### src/design/nta_pkg.sv
// ----------------------------------------------------------------------------
// Neighbor table package
// Shared widths, codes and types for the neighbor table with aging.
// ----------------------------------------------------------------------------
package nta_pkg;

  localparam int unsigned ID_W        = 3;
  localparam int unsigned AGE_W       = 4;
  localparam int unsigned MAX_ENTRIES = 16;
  localparam int unsigned IDX_W       = 4;   // addresses MAX_ENTRIES entries
  localparam int unsigned CNT_W       = 5;   // holds 0..MAX_ENTRIES
  localparam int unsigned MAP_W       = 8;   // one bit per id
  localparam int unsigned CFG_ADDR_W  = 2;
  localparam int unsigned CFG_DATA_W  = 4;

  localparam logic [AGE_W-1:0] AGE_MAX   = 4'hF;
  localparam logic [AGE_W-1:0] THR_RESET = 4'd4;
  localparam logic [ID_W-1:0]  OWN_RESET = 3'd0;

  // configuration register indexes
  localparam logic [CFG_ADDR_W-1:0] REG_TIMEOUT = 2'd0;
  localparam logic [CFG_ADDR_W-1:0] REG_OWN_ID  = 2'd1;

  // request kinds
  localparam logic KIND_HEARTBEAT = 1'b0;
  localparam logic KIND_TICK      = 1'b1;

  typedef struct packed {
    logic [AGE_W-1:0] age;
    logic [ID_W-1:0]  id;
  } entry_t;

  localparam int unsigned ENTRY_W = AGE_W + ID_W;

  // result of the shared entry unit
  typedef struct packed {
    logic             match;
    logic             expired;
    logic [AGE_W-1:0] age_next;
  } alu_res_t;

endpackage

### src/design/nta_ram.sv
// ----------------------------------------------------------------------------
// Generic RAM
// One write port, one read port, registered read data.
// ----------------------------------------------------------------------------
module nta_ram #(
  parameter int unsigned WIDTH = 8,
  parameter int unsigned DEPTH = 16
) (
  input  logic                     clk_i,
  input  logic                     we_i,
  input  logic [$clog2(DEPTH)-1:0] waddr_i,
  input  logic [WIDTH-1:0]         wdata_i,
  input  logic                     re_i,
  input  logic [$clog2(DEPTH)-1:0] raddr_i,
  output logic [WIDTH-1:0]         rdata_o
);

  logic [WIDTH-1:0] mem_q [DEPTH];
  logic [WIDTH-1:0] rdata_q;

  always_ff @(posedge clk_i) begin
    if (we_i) begin
      mem_q[waddr_i] <= wdata_i;
    end
    if (re_i) begin
      rdata_q <= mem_q[raddr_i];
    end
  end

  assign rdata_o = rdata_q;

endmodule

### src/design/nta_entry_alu.sv
// ----------------------------------------------------------------------------
// Entry unit
// Compare one table entry against the sender, and age it against the timeout.
// ----------------------------------------------------------------------------
module nta_entry_alu (
  input  nta_pkg::entry_t                 entry_i,
  input  logic [nta_pkg::ID_W-1:0]        sender_i,
  input  logic [nta_pkg::AGE_W-1:0]       threshold_i,
  output nta_pkg::alu_res_t               res_o
);

  logic [nta_pkg::AGE_W-1:0] age_inc;

  // saturate at the top of the age range
  assign age_inc = (entry_i.age == nta_pkg::AGE_MAX) ? entry_i.age
                                                     : entry_i.age + 1'b1;

  assign res_o.match    = (entry_i.id == sender_i);
  assign res_o.age_next = age_inc;
  assign res_o.expired  = (age_inc >= threshold_i);

endmodule

### src/design/neighbor_table_with_aging_unit.sv
// ----------------------------------------------------------------------------
// Neighbor table with aging
// Ordered table of neighbor ids with heartbeat refresh and tick timeout.
// ----------------------------------------------------------------------------
//
// Channel  Dir  Handshake            Contents
// s_axis   in   s_tvalid/s_tready    tuser: kind, tdata: sender_id
// m_axis   out  m_tvalid/m_tready    tdata: count, map, drop flag, removed
// cfg      in   cfg_valid/cfg_ready  register index and write data
//
// A request is accepted in the idle state; the live entries are then read in
// order through the single read port of the entry RAM and checked as the
// registered read data returns, and the final state loads the result register.
// The entry RAM needs no clearing after reset; only entries below the live
// count are ever read. The next request is accepted while a result still
// waits on m_axis; a stalled result holds the sequencer in its final state.
//
module neighbor_table_with_aging_unit (
  input  logic                               clk_i,
  input  logic                               rst_ni,
  // request stream
  input  logic                               s_tvalid_i,
  output logic                               s_tready_o,
  input  logic [7:0]                         s_tdata_i,  // [2:0] sender_id
  input  logic [0:0]                         s_tuser_i,  // [0] kind
  // result stream
  output logic                               m_tvalid_o,
  input  logic                               m_tready_i,
  // [4:0] neighbor_count, [12:5] presence_map, [13] table_full_drop,
  // [18:14] removed_count
  output logic [23:0]                        m_tdata_o,
  // configuration writes
  input  logic                               cfg_valid_i,
  output logic                               cfg_ready_o,
  input  logic [nta_pkg::CFG_ADDR_W-1:0]     cfg_addr_i,
  input  logic [nta_pkg::CFG_DATA_W-1:0]     cfg_wdata_i
);

  localparam logic [1:0] ST_IDLE = 2'd0;
  localparam logic [1:0] ST_SCAN = 2'd1;
  localparam logic [1:0] ST_FIN  = 2'd2;

  logic [1:0] state_q, state_d;

  // configuration
  logic [nta_pkg::AGE_W-1:0] thr_q;
  logic [nta_pkg::ID_W-1:0]  own_id_q;

  // table state
  logic [nta_pkg::CNT_W-1:0] cnt_q, cnt_d;
  logic [nta_pkg::MAP_W-1:0] map_q, map_d;

  // per-request working state
  logic                      kind_q, kind_d;
  logic [nta_pkg::ID_W-1:0]  sender_q, sender_d;
  logic                      drop_q, drop_d;
  logic [nta_pkg::CNT_W-1:0] rem_q, rem_d;
  logic [nta_pkg::CNT_W-1:0] keep_q, keep_d;
  logic [nta_pkg::CNT_W-1:0] rd_ptr_q, rd_ptr_d;
  logic                      chk_vld_q, chk_vld_d;
  logic [nta_pkg::IDX_W-1:0] chk_idx_q, chk_idx_d;

  // result register
  logic        out_vld_q, out_vld_d;
  logic [23:0] out_data_q, out_data_d;

  // RAM ports
  logic                       ram_we, ram_re;
  logic [nta_pkg::IDX_W-1:0]  ram_waddr, ram_raddr;
  nta_pkg::entry_t            ram_wdata, ram_rdata;
  logic [nta_pkg::ENTRY_W-1:0] ram_rdata_raw;

  nta_pkg::alu_res_t          alu_res;

  logic                      s_fire;
  logic                      chk_last;
  logic [nta_pkg::MAP_W-1:0] own_bit;
  logic [nta_pkg::ID_W-1:0]  in_sender;

  assign s_tready_o  = (state_q == ST_IDLE);
  assign s_fire      = s_tvalid_i & s_tready_o;
  assign cfg_ready_o = 1'b1;
  assign m_tvalid_o  = out_vld_q;
  assign m_tdata_o   = out_data_q;
  assign in_sender   = s_tdata_i[nta_pkg::ID_W-1:0];

  // ---------------------------------------------------------------------------
  // Entry storage and the shared compare/age unit
  // ---------------------------------------------------------------------------
  nta_ram #(
    .WIDTH (nta_pkg::ENTRY_W),
    .DEPTH (nta_pkg::MAX_ENTRIES)
  ) u_ram (
    .clk_i   (clk_i),
    .we_i    (ram_we),
    .waddr_i (ram_waddr),
    .wdata_i (ram_wdata),
    .re_i    (ram_re),
    .raddr_i (ram_raddr),
    .rdata_o (ram_rdata_raw)
  );

  assign ram_rdata = nta_pkg::entry_t'(ram_rdata_raw);

  nta_entry_alu u_alu (
    .entry_i     (ram_rdata),
    .sender_i    (sender_q),
    .threshold_i (thr_q),
    .res_o       (alu_res)
  );

  // the entry under check is the last live one
  assign chk_last = ({1'b0, chk_idx_q} + 1'b1) == cnt_q;

  always_comb begin
    own_bit           = '0;
    own_bit[own_id_q] = 1'b1;
  end

  // ---------------------------------------------------------------------------
  // Sequencer
  // ---------------------------------------------------------------------------
  always_comb begin
    state_d    = state_q;
    cnt_d      = cnt_q;
    map_d      = map_q;
    kind_d     = kind_q;
    sender_d   = sender_q;
    drop_d     = drop_q;
    rem_d      = rem_q;
    keep_d     = keep_q;
    rd_ptr_d   = rd_ptr_q;
    chk_vld_d  = 1'b0;
    chk_idx_d  = chk_idx_q;
    out_vld_d  = out_vld_q & ~m_tready_i;
    out_data_d = out_data_q;

    ram_we     = 1'b0;
    ram_waddr  = '0;
    ram_wdata  = '0;
    ram_re     = 1'b0;
    ram_raddr  = rd_ptr_q[nta_pkg::IDX_W-1:0];

    case (state_q)
      ST_IDLE: begin
        if (s_fire) begin
          kind_d   = s_tuser_i[0];
          sender_d = in_sender;
          drop_d   = 1'b0;
          rem_d    = '0;
          keep_d   = '0;
          rd_ptr_d = '0;
          state_d  = ST_SCAN;
          if (cnt_q == '0) begin
            // empty table: append the sender at once, a tick has no work
            state_d = ST_FIN;
            if (s_tuser_i[0] == nta_pkg::KIND_HEARTBEAT) begin
              ram_we           = 1'b1;
              ram_waddr        = '0;
              ram_wdata.id     = in_sender;
              ram_wdata.age    = '0;
              map_d[in_sender] = 1'b1;
              cnt_d            = nta_pkg::CNT_W'(1);
            end
          end
        end
      end

      ST_SCAN: begin
        // issue the next read while the previous entry is checked
        if (rd_ptr_q < cnt_q) begin
          ram_re    = 1'b1;
          rd_ptr_d  = rd_ptr_q + 1'b1;
          chk_vld_d = 1'b1;
          chk_idx_d = rd_ptr_q[nta_pkg::IDX_W-1:0];
        end

        if (chk_vld_q) begin
          if (kind_q == nta_pkg::KIND_HEARTBEAT) begin
            if (alu_res.match) begin
              // known sender: refresh its age
              ram_we        = 1'b1;
              ram_waddr     = chk_idx_q;
              ram_wdata.id  = sender_q;
              ram_wdata.age = '0;
              chk_vld_d     = 1'b0;
              state_d       = ST_FIN;
            end else if (chk_last) begin
              chk_vld_d = 1'b0;
              state_d   = ST_FIN;
              if (!cnt_q[nta_pkg::CNT_W-1]) begin
                // append behind the last live entry
                ram_we          = 1'b1;
                ram_waddr       = cnt_q[nta_pkg::IDX_W-1:0];
                ram_wdata.id    = sender_q;
                ram_wdata.age   = '0;
                map_d[sender_q] = 1'b1;
                cnt_d           = cnt_q + 1'b1;
              end else begin
                drop_d = 1'b1;
              end
            end
          end else begin
            if (alu_res.expired) begin
              // drop the entry; ids are unique so its map bit goes too
              rem_d              = rem_q + 1'b1;
              map_d[ram_rdata.id] = 1'b0;
            end else begin
              // compact: move survivors down to the keep pointer
              ram_we        = 1'b1;
              ram_waddr     = keep_q[nta_pkg::IDX_W-1:0];
              ram_wdata.id  = ram_rdata.id;
              ram_wdata.age = alu_res.age_next;
              keep_d        = keep_q + 1'b1;
            end
            if (chk_last) begin
              cnt_d     = alu_res.expired ? keep_q : keep_q + 1'b1;
              chk_vld_d = 1'b0;
              state_d   = ST_FIN;
            end
          end
        end
      end

      ST_FIN: begin
        // load the result once the output register is free
        if (!out_vld_q || m_tready_i) begin
          out_vld_d  = 1'b1;
          out_data_d = {5'd0, rem_q, drop_q, map_q | own_bit, cnt_q};
          state_d    = ST_IDLE;
        end
      end

      default: begin
        state_d = ST_IDLE;
      end
    endcase
  end

  // ---------------------------------------------------------------------------
  // Registers
  // ---------------------------------------------------------------------------
  always_ff @(posedge clk_i or negedge rst_ni) begin
    if (!rst_ni) begin
      state_q   <= ST_IDLE;
      cnt_q     <= '0;
      map_q     <= '0;
      chk_vld_q <= 1'b0;
      out_vld_q <= 1'b0;
      thr_q     <= nta_pkg::THR_RESET;
      own_id_q  <= nta_pkg::OWN_RESET;
    end else begin
      state_q   <= state_d;
      cnt_q     <= cnt_d;
      map_q     <= map_d;
      chk_vld_q <= chk_vld_d;
      out_vld_q <= out_vld_d;
      if (cfg_valid_i && cfg_ready_o) begin
        case (cfg_addr_i)
          nta_pkg::REG_TIMEOUT: thr_q    <= cfg_wdata_i;
          nta_pkg::REG_OWN_ID:  own_id_q <= cfg_wdata_i[nta_pkg::ID_W-1:0];
          default: ;
        endcase
      end
    end
  end

  always_ff @(posedge clk_i) begin
    kind_q     <= kind_d;
    sender_q   <= sender_d;
    drop_q     <= drop_d;
    rem_q      <= rem_d;
    keep_q     <= keep_d;
    rd_ptr_q   <= rd_ptr_d;
    chk_idx_q  <= chk_idx_d;
    out_data_q <= out_data_d;
  end

endmodule
### config.mk
export PLATFORM = sky130hd
export DESIGN_NAME = neighbor_table_with_aging_unit
export DESIGN_NICKNAME = d
export VERILOG_FILES = /design/src/design/nta_pkg.sv /design/src/design/nta_ram.sv /design/src/design/nta_entry_alu.sv /design/src/design/neighbor_table_with_aging_unit.sv
export SDC_FILE = /design/constraint.sdc
export NUM_CORES = 1
export LEC_CHECK = 0
export BUFFER_PORTS_ARGS = -buffer_cell sky130_fd_sc_hd__buf_2
export CAP_MARGIN = 20
export CORE_MARGIN = 5
export CORE_UTILIZATION = 45
export DETAILED_ROUTE_END_ITERATION = 8
export GPL_TIMING_DRIVEN = 0
export PLACE_DENSITY = 0.61
export SYNTH_ARGS = -nofsm -noshare
export SYNTH_HDL_FRONTEND = slang
export SYNTH_SLANG_ARGS = --single-unit
### constraint.sdc
create_clock -name clk_i -period 7.9 [get_ports clk_i]
set_clock_uncertainty 0.15 [all_clocks]
set_input_delay 1.58 -clock clk_i [delete_from_list [all_inputs] [get_ports clk_i]]
set_output_delay 1.58 -clock clk_i [all_outputs]
set_load 0.01 [all_outputs]
==> results.txt, run 1 <==
----------------------------------------------------
[Outcome]
  Result of the run ... finished clean

[CTS]
  Clock slew at the register clock pins of the worst setup and hold paths ... 0.07 ns
  Clock Tree Root ... clkbuf_16
  Number of buffers on the longest clock path ... 2
  Latest clock arrival within the worst-skew pair ... between 0.4 and 0.5 ns
  Number of buffers inserted during clock tree synthesis ... 17
  Post-CTS Setup Repair Bufs ... 0
  TritonCTS clock tree ... yes
  Total number of clock tree sinks ... 186
  CTS HTree Levels ... 4
  # hold bufs at CTS ... 0
  Number of instances resized during post-cts repair ... 0

[Layout]
  Number of nets in the final layout ... 647
  Multi-input gate area ... 2640 µm²
  Final core utilization ... 0.520
  Layout overhead on the synthesized area ... 13.4%
  Register Area ... between 5000 and 6000 µm²
  Antenna diodes ... 0
  Share of layout cells above drive strength 1 ... 0.226
  Filler Cell Count ... 1495

[Synthesis]
  Synth cell types ... 63
  Prevailing post-synth register cell ... edfxtp_1
  Count of synthesis-stage warnings from yosys ... 0
  Fraction of the yosys area taken by sequential cells ... 0.661
  Cell count after synthesis ... around 550
  Number of flip-flops and latches in the synthesized netlist ... 186
  Number of enable flip-flop cells after synthesis ... 162
  Proportion of register bits with asynchronous set or reset after synthesis ... 0.129
  Synthesized area ... 8270 µm²
  Synthesized area per cell ... 15.1 µm²

[GRT]
  Maximum number of pins on one net before global-route repair ... 25
  Overall track demand over capacity in global routing ... 0.166
  Global-route wire length before repair ... 27100 µm
  Gr ovfl total ... 0
  Via count of the first global-routing pass ... 4858
  Number of antenna violations at the first check in global routing ... 0

[Power]
  Sequential power share ... 0.416
  Combinational cell fraction of total power ... 0.353
  Maximum ir drop on the vdd rail ... 0.203 mV
  Power share of the clock group ... 0.231
  P_int ... 2.26 mW
  Switching share of power ... 0.360
  Total chip power ... approximately 3.5 mW
  Power density cells ... approximately 380 nW/µm²
  Psw ... about 1.3 mW
  P_leak ... 3.33 nW

[Worst setup path]
  CP startpoint kind ... register
  Sort of element at the end of the critical path ... register
  Data arrival time of the critical path ... between 4 and 5 ns
  Cell chain of the critical path ... ha_1 > nand3_1 > mux2_2 > ha_1 > a2111o_1 > nand2_1 > clkbuf_1 > ha_1 > o211a_1 > a41oi_1 > o21bai_1 > or2_4 > a211oi_2
  Slowest stage cell on the critical path ... a211oi_2
  Total buffers and inverters traversed by the critical path ... 1
  Top cell by count, worst path ... ha_1
  Critical path class ... register to register
  Cell class contributing the biggest share of worst-path delay ... compound AO/OA/AOI/OAI gates
  Largest stage delay, worst path ... 0.61 ns
  Peak fanout along the critical path ... 10
  Worst EP required ... around 7.8 ns

[Placed design]
  Weighted congestion at the end of routability-driven global placement ... 0.887
  Worst setup timing slack at the placement stage ... roughly 3.3 ns
  Final HPWL from detailed placement ... between 10000 and 15000 µm
  Number of port buffers ... 35

[STA]
  Number of setup violations in the final report ... 0
  Post-layout minimum cycle time ... between 4 and 5 ns
  Relative slew slack ... 0.359
  Sum of negative setup slack ... 0 ns
  Slew at the pin closest to its max-slew limit ... 0.962 ns
  Maximum frequency from static timing analysis ... 212 MHz
  Post-route setup slack ... 3.18 ns
  Hold Fails Final Rpt ... 0
  Unrepaired setup endpoints after global routing ... false
  Fin. max-slew vios ... 0
  Final period util ... 0.597
  Min Hold Slack ... 0.268 ns

[Drt]
  Via Count ... 4776
  Via density ... 5.60
  DRC violation count after routing ... 0
  Routed Wire Length ... 17400 µm
  Routed wire per std cell ... slightly above 20 µm
  Number of design-rule violations left by the first detailed-router iteration ... 492
  Number of antenna-violating nets in the routed design ... 0
  Number of optimization iterations in the first detailed-route pass ... 5

[Die]
  Die Ht ... 146 µm
  Cell Rows ... 49
  Horiz. Die Dim ... around 150 µm
  Starting density of the core ... 0.459
  I/O pin total ... 47
  Die outline area ... roughly 21000 µm²
  Core ar. ... 18000 µm²

[Hold path]
  Worst Hold Class ... register to register

[Job]
  Count of max-cap constraint violations ... 0

----------------------------------------------------
[flip-flops by register name, summed over array words and instances, names as in the netlist, 2 cells and up]
name / flops
chk_idx_q: 4
own_id_q: 3
rem_q: 5
state_q: 2
m_tdata_o: 19
sender_q: 3
u_ram.rdata_o: 7
rd_ptr_q: 5
keep_q: 5
cnt_q: 5
u_ram.mem_q: 112
thr_q: 4
map_q: 8
[worst reg2reg max path: stages, from the launching register on]
cell and delay [ns]:
edfxtp_1 0.44, ha_1 0.27, nand3_1 0.15, mux2_2 0.37
ha_1 0.28, a2111o_1 0.42, nand2_1 0.10, clkbuf_1 0.36
ha_1 0.26, o211a_1 0.17, a41oi_1 0.22, o21bai_1 0.28
or2_4 0.27, a211oi_2 0.61
[cells by family (layout without fill, tap and decap cells)]
| kind of cell | Yosys count | after routing | synth area share |
|---|---|---|---|
| flip-flops | 186 | 186 | 0.661 |
| AND/OR/NAND/NOR | 146 | 146 | 0.0890 |
| AO/OA/AOI/OAI | 91 | 91 | 0.0764 |
| buffers and inverters | 44 | 118 | 0.0237 |
| multiplexers | 43 | 43 | 0.106 |
| XOR/XNOR | 18 | 18 | 0.0191 |
| adder cells (fa/ha/maj) | 16 | 16 | 0.0242 |
| other | 2 | 6 | 0.000908 |
[per-stage QoR]
step | std cells | cell area, µm²
3_3_place_gp | 814 | 8750
2_1_floorplan | 550 | 8290
5_1_grt | 853 | 9380
3_5_place_dp | 820 | 8810
6_report | 853 | 9380
4_1_cts | 852 | 9370
[power groups by stage]
| stage | sequential (mW) | clock [mW] | combinational (mW) |
|---|---|---|---|
| floorplan | 1.44 | 0 | 0.913 |
| global placement | 1.48 | 0 | 1.20 |
| detailed placement | 1.49 | 0 | 1.24 |
| CTS | 1.47 | 0.826 | 1.25 |
| global route | 1.49 | 0.872 | 1.36 |
| finish | 1.47 | 0.815 | 1.25 |
[worst paths after layout]
check	start	endpoint	slack, ns	cells past startpoint
setup reg to reg	u_ram.rdata_o[3]	u_ram.mem_q[1][4]	3.18	13
min in group asynchronous	rst_ni	cnt_q[2]	0.96	1
hold reg to reg	drop_q	m_tdata_o[13]	0.27	0
max in group asynchronous	rst_ni	thr_q[2]	6.27	1
setup / recovery	u_ram.rdata_o[3]	u_ram.mem_q[1][4]	3.18	13
hold / removal	drop_q	m_tdata_o[13]	0.27	0
[area by class of cell]
| class | count | area share |
|---|---|---|
| Timing Repair Buffer | 42 | 0.0247 |
| Clock buffer | 17 | 0.0454 |
| Tap cell | 229 | 0.0305 |
| Sequential cell | 186 | 0.583 |
| Multi-Input combinational cell | 320 | 0.281 |
| Inverter | 18 | 0.00720 |
| Clock inverter | 15 | 0.0148 |
| Buffer | 26 | 0.0137 |
[cells in the mapped netlist (2+ instances only)]
cell type,number,area share
edfxtp_1,162,0.59
nor2_1,42,0.019
mux4_2,35,0.095
nand2_1,32,0.015
o21ai_0,28,0.017
dfrtp_1,23,0.070
inv_1,18,0.0082
ha_1,16,0.024
a21oi_1,14,0.0085
clkbuf_1,14,0.0064
nand3_1,13,0.0079
xor2_1,12,0.013
nor2b_1,11,0.0083
and2_1,7,0.0053
nand2b_1,7,0.0053
nor3_1,7,0.0042
a21o_1,6,0.0054
a22oi_1,6,0.0054
a31o_2,6,0.0064
buf_4,6,0.0054
xnor2_1,6,0.0064
mux2_2,5,0.0068
a31oi_1,4,0.0030
a32oi_1,4,0.0042
buf_1,4,0.0018
nand4_1,4,0.0030
and3_1,3,0.0023
mux2i_1,3,0.0036
or2_2,3,0.0023
or3_1,3,0.0023
a2bb2oi_1,2,0.0021
a32o_1,2,0.0024
conb_1,2,0.00091
nand3b_1,2,0.0018
nor3b_1,2,0.0018
nor4_1,2,0.0015
o211a_1,2,0.0024
o21bai_1,2,0.0018
o31ai_1,2,0.0018
[per-layer routing]
| metal | up-vias | part of all wire | track usage |
|---|---|---|---|
| li1 | 2225 | - | - |
| met1 | 2383 | 0.44 | 0.221 |
| met2 | 137 | 0.49 | 0.269 |
| met3 | 31 | 0.054 | 0.0411 |
| met4 | 0 | 0.023 | 0.0578 |
| met5 | - | 0 | 0 |
[cell usage in the layout, fill, tap and decap left out, drive strengths merged, types with 12 or more instances in the layout]
cell      n
clkbuf   31
nand3    13
inv      24
mux4     35
buf      54
nand2    32
edfxtp  162
ha       16
o21ai    29
a21oi    14
xor2     12
nor2     42
dfrtp    23
nor2b    12
No activity file was read; power rests on OpenSTA's default activity.
==> inputs of run 2 (changes only) <==
- PLACE_DENSITY: 0.61 -> 0.63
- clock period: 7.9 -> 4 ns (I/O delays scaled with it)
==> results.txt, run 2 (synthesis gave the netlist of run 1 again) <==
----------------------------------------------------
[Worst setup path]
  CP startpoint kind ... register (unchanged)
  Cell chain of the critical path ... ha_4 > nand3_2 > mux2_4 > ha_1 > a2111o_1 > nand2_4 > ha_1 > o211a_1 > a41oi_4 > o21bai_4 > or2_4 > a211oi_4 > buf_12 (was ha_1 > nand3_1 > mux2_2 > ha_1 > a2111o_1 > nand2_1 > clkbuf_1 > ha_1 > o211a_1 > a41oi_1 > o21bai_1 > or2_4 > a211oi_2)
  R2R setup slack ... 0.10 ns (was 3.18 ns)
  Sort of element at the end of the critical path ... register (unchanged)
  Critical path class ... register to register (unchanged)
  Worst EP required ... 3.99 ns (was 7.82 ns)
  Peak fanout along the critical path ... 7 (was 10)
  Data arrival time of the critical path ... 3.89 ns (was 4.64 ns)
  Top cell by count, worst path ... ha_1 (unchanged)
  Slowest stage cell on the critical path ... a2111o_1 (was a211oi_2)
  Largest stage delay, worst path ... 0.49 ns (was 0.61 ns)

[Die]
  Starting density of the core ... 0.459 (unchanged)
  Core ar. ... 18000 µm² (unchanged)
  I/O pin total ... 47 (unchanged)
  Horiz. Die Dim ... 146 µm (unchanged)
  Die outline area ... 21200 µm² (unchanged)
  Die Ht ... 146 µm (unchanged)
  Cell Rows ... 49 (unchanged)

[Drt]
  Number of optimization iterations in the first detailed-route pass ... 5 (unchanged)
  Via density ... 5.65 (was 5.60)
  DRC violation count after routing ... 0 (unchanged)
  Routed wire per std cell ... 20.6 µm (was 20.4 µm)
  Number of antenna-violating nets in the routed design ... 0 (unchanged)
  Routed Wire Length ... 17700 µm (was 17400 µm)
  Number of design-rule violations left by the first detailed-router iteration ... 399 (was 492)
  Via Count ... 4865 (was 4776)

[Layout]
  Filler Cell Count ... 1464 (was 1495)
  Final instance count without filler cells ... 861 (was 853)
  Share of layout cells above drive strength 1 ... 0.269 (was 0.226)
  Final core utilization ... 0.537 (was 0.520)
  Antenna diodes ... 0 (unchanged)
  Most common library cell in the layout ignoring fill and taps ... edfxtp_1 (unchanged)
  Register Area ... 5470 µm² (unchanged)
  Top library cells by usage in the layout, fill and taps aside ... edfxtp_1, buf_2, mux4_2 (was edfxtp_1, nor2_1, buf_2)
  Largest Register ... u_ram.mem_q (unchanged)
  Final instance area ... 9670 µm² (was 9380 µm²)
  Layout overhead on the synthesized area ... 17.0% (was 13.4%)
  Number of flip-flops under the largest register name ... 112 (unchanged)
  Number of nets in the final layout ... 657 (was 647)
  Multi-input gate area ... 2810 µm² (was 2640 µm²)

[GRT]
  Routing usage on met1 ... 0.220 (was 0.221)
  Maximum number of pins on one net before global-route repair ... 25 (unchanged)
  Most Used Layer, Global Route ... met2 (unchanged)
  Gr ovfl total ... 0 (unchanged)
  Met3 global-route usage ... 0.0427 (was 0.0411)
  Via count of the first global-routing pass ... 5004 (was 4858)
  Number of antenna violations at the first check in global routing ... 0 (unchanged)
  Met2 track demand over resource in global routing ... 0.283 (was 0.269)
  Overall track demand over capacity in global routing ... 0.169 (was 0.166)
  Global-route wire length before repair ... 28000 µm (was 27100 µm)

[Placed design]
  Placed instance area ... 8800 µm² (was 8810 µm²)
  Weighted congestion at the end of routability-driven global placement ... 0.866 (was 0.887)
  Worst setup timing slack at the placement stage ... -0.697 ns (was 3.26 ns)
  Final HPWL from detailed placement ... 12500 µm (was 12300 µm)
  Placed instance count ... 819 (was 820)
  Number of port buffers ... 35 (unchanged)

[CTS]
  Clock Tree Root ... clkbuf_16 (unchanged)
  Total number of clock tree sinks ... 186 (unchanged)
  Number of buffers inserted during clock tree synthesis ... 17 (unchanged)
  Number of buffers on the longest clock path ... 2 (unchanged)
  TritonCTS clock tree ... yes (unchanged)
  # hold bufs at CTS ... 0 (unchanged)
  Latest clock arrival within the worst-skew pair ... 0.42 ns (was 0.44 ns)
  CTS HTree Levels ... 4 (unchanged)
  Clock slew at the register clock pins of the worst setup and hold paths ... 0.07 ns (about the same)

[STA]
  Relative slew slack ... 0.345 (was 0.359)
  Post-route setup slack ... 0.101 ns (was 3.18 ns)
  Hold Fails Final Rpt ... 0 (unchanged)
  Number of setup violations in the final report ... 0 (unchanged)
  Min Hold Slack ... 0.207 ns (was 0.268 ns)
  Maximum frequency from static timing analysis ... 257 MHz (was 212 MHz)
  Slew at the pin closest to its max-slew limit ... 0.983 ns (was 0.962 ns)
  Fin. max-slew vios ... 0 (unchanged)
  Final period util ... 0.975 (was 0.597)
  Sum of negative setup slack ... 0 ns (unchanged)
  Unrepaired setup endpoints after global routing ... false (unchanged)
  Post-layout minimum cycle time ... 3.90 ns (was 4.72 ns)

[Outcome]
  Result of the run ... finished clean (unchanged)

[Power]
  Psw ... 2.55 mW (was 1.27 mW)
  Power density cells ... 750 nW/µm² (was 376 nW/µm²)
  Total chip power ... 7.26 mW (was 3.53 mW)
  P_leak ... 3.41 nW (was 3.33 nW)
  Combinational cell fraction of total power ... 0.363 (was 0.353)
  Sequential power share ... 0.401 (was 0.416)
  Maximum ir drop on the vdd rail ... 0.451 mV (was 0.203 mV)
  Power share of the clock group ... 0.236 (was 0.231)
  Switching share of power ... 0.351 (was 0.360)
  P_int ... 4.71 mW (was 2.26 mW)

[Job]
  Count of max-cap constraint violations ... 0 (unchanged)

[Hold path]
  Worst Hold Class ... input pin to async pin (was register to register)

----------------------------------------------------
-- run 2: metal layers --
layer	share of wire	vias up	wire, µm
met2	0.50	127	8810
met5	0	-	0
li1	-	2248	-
met3	0.045	27	796
met4	0.024	0	429
met1	0.43	2463	7670
-- run 2: area by class of cell --
cell class | instances | area share
repair buffers | 53 | 0.0338
clock inverters | 13 | 0.0171
multi-input cells | 320 | 0.291
clock buffers | 17 | 0.0440
flip-flops and latches | 186 | 0.565
plain buffers | 25 | 0.0129
inverters | 18 | 0.00698
well taps | 229 | 0.0296
-- run 2: worst max-delay path, delay by kind of cell (launching register included) --
kind | cells | cell delay [ns]
AO/OA/AOI/OAI | 5 | 1.35
adder cells (fa/ha/maj) | 3 | 0.66
AND/OR/NAND/NOR | 3 | 0.51
flip-flops | 1 | 0.46
multiplexers | 1 | 0.32
buffers and inverters | 1 | 0.16
-- run 2: power groups by stage --
stage	Combinational, mW	Clock, mW	Sequential (mW)
5_1_grt	2.88	1.82	2.95
3_3_place_gp	2.38	0	2.93
4_1_cts	2.56	1.73	2.90
3_5_place_dp	2.45	0	2.94
6_report	2.64	1.71	2.91
2_1_floorplan	1.81	0	2.85
-- run 2: repair_timing --
| action | in CTS | in global routing |
|---|---|---|
| pin swaps | 4 | 8 |
| resized for setup | 29 | 8 |
| setup endpoints to repair | 112 | 93 |
| setup buffers | 5 | 8 |
-- run 2: path summary, 6_finish.rpt --
path                                   from           endpoint  cells after the start
min reg2reg                          drop_q      m_tdata_o[13]                      0
max                        u_ram.rdata_o[4]  u_ram.mem_q[1][1]                     13
min                                  rst_ni           cnt_q[1]                      1
min in group clk_i                   drop_q      m_tdata_o[13]                      0
max in group asynchronous            rst_ni           thr_q[2]                      1
max reg2reg                u_ram.rdata_o[4]  u_ram.mem_q[1][1]                     13
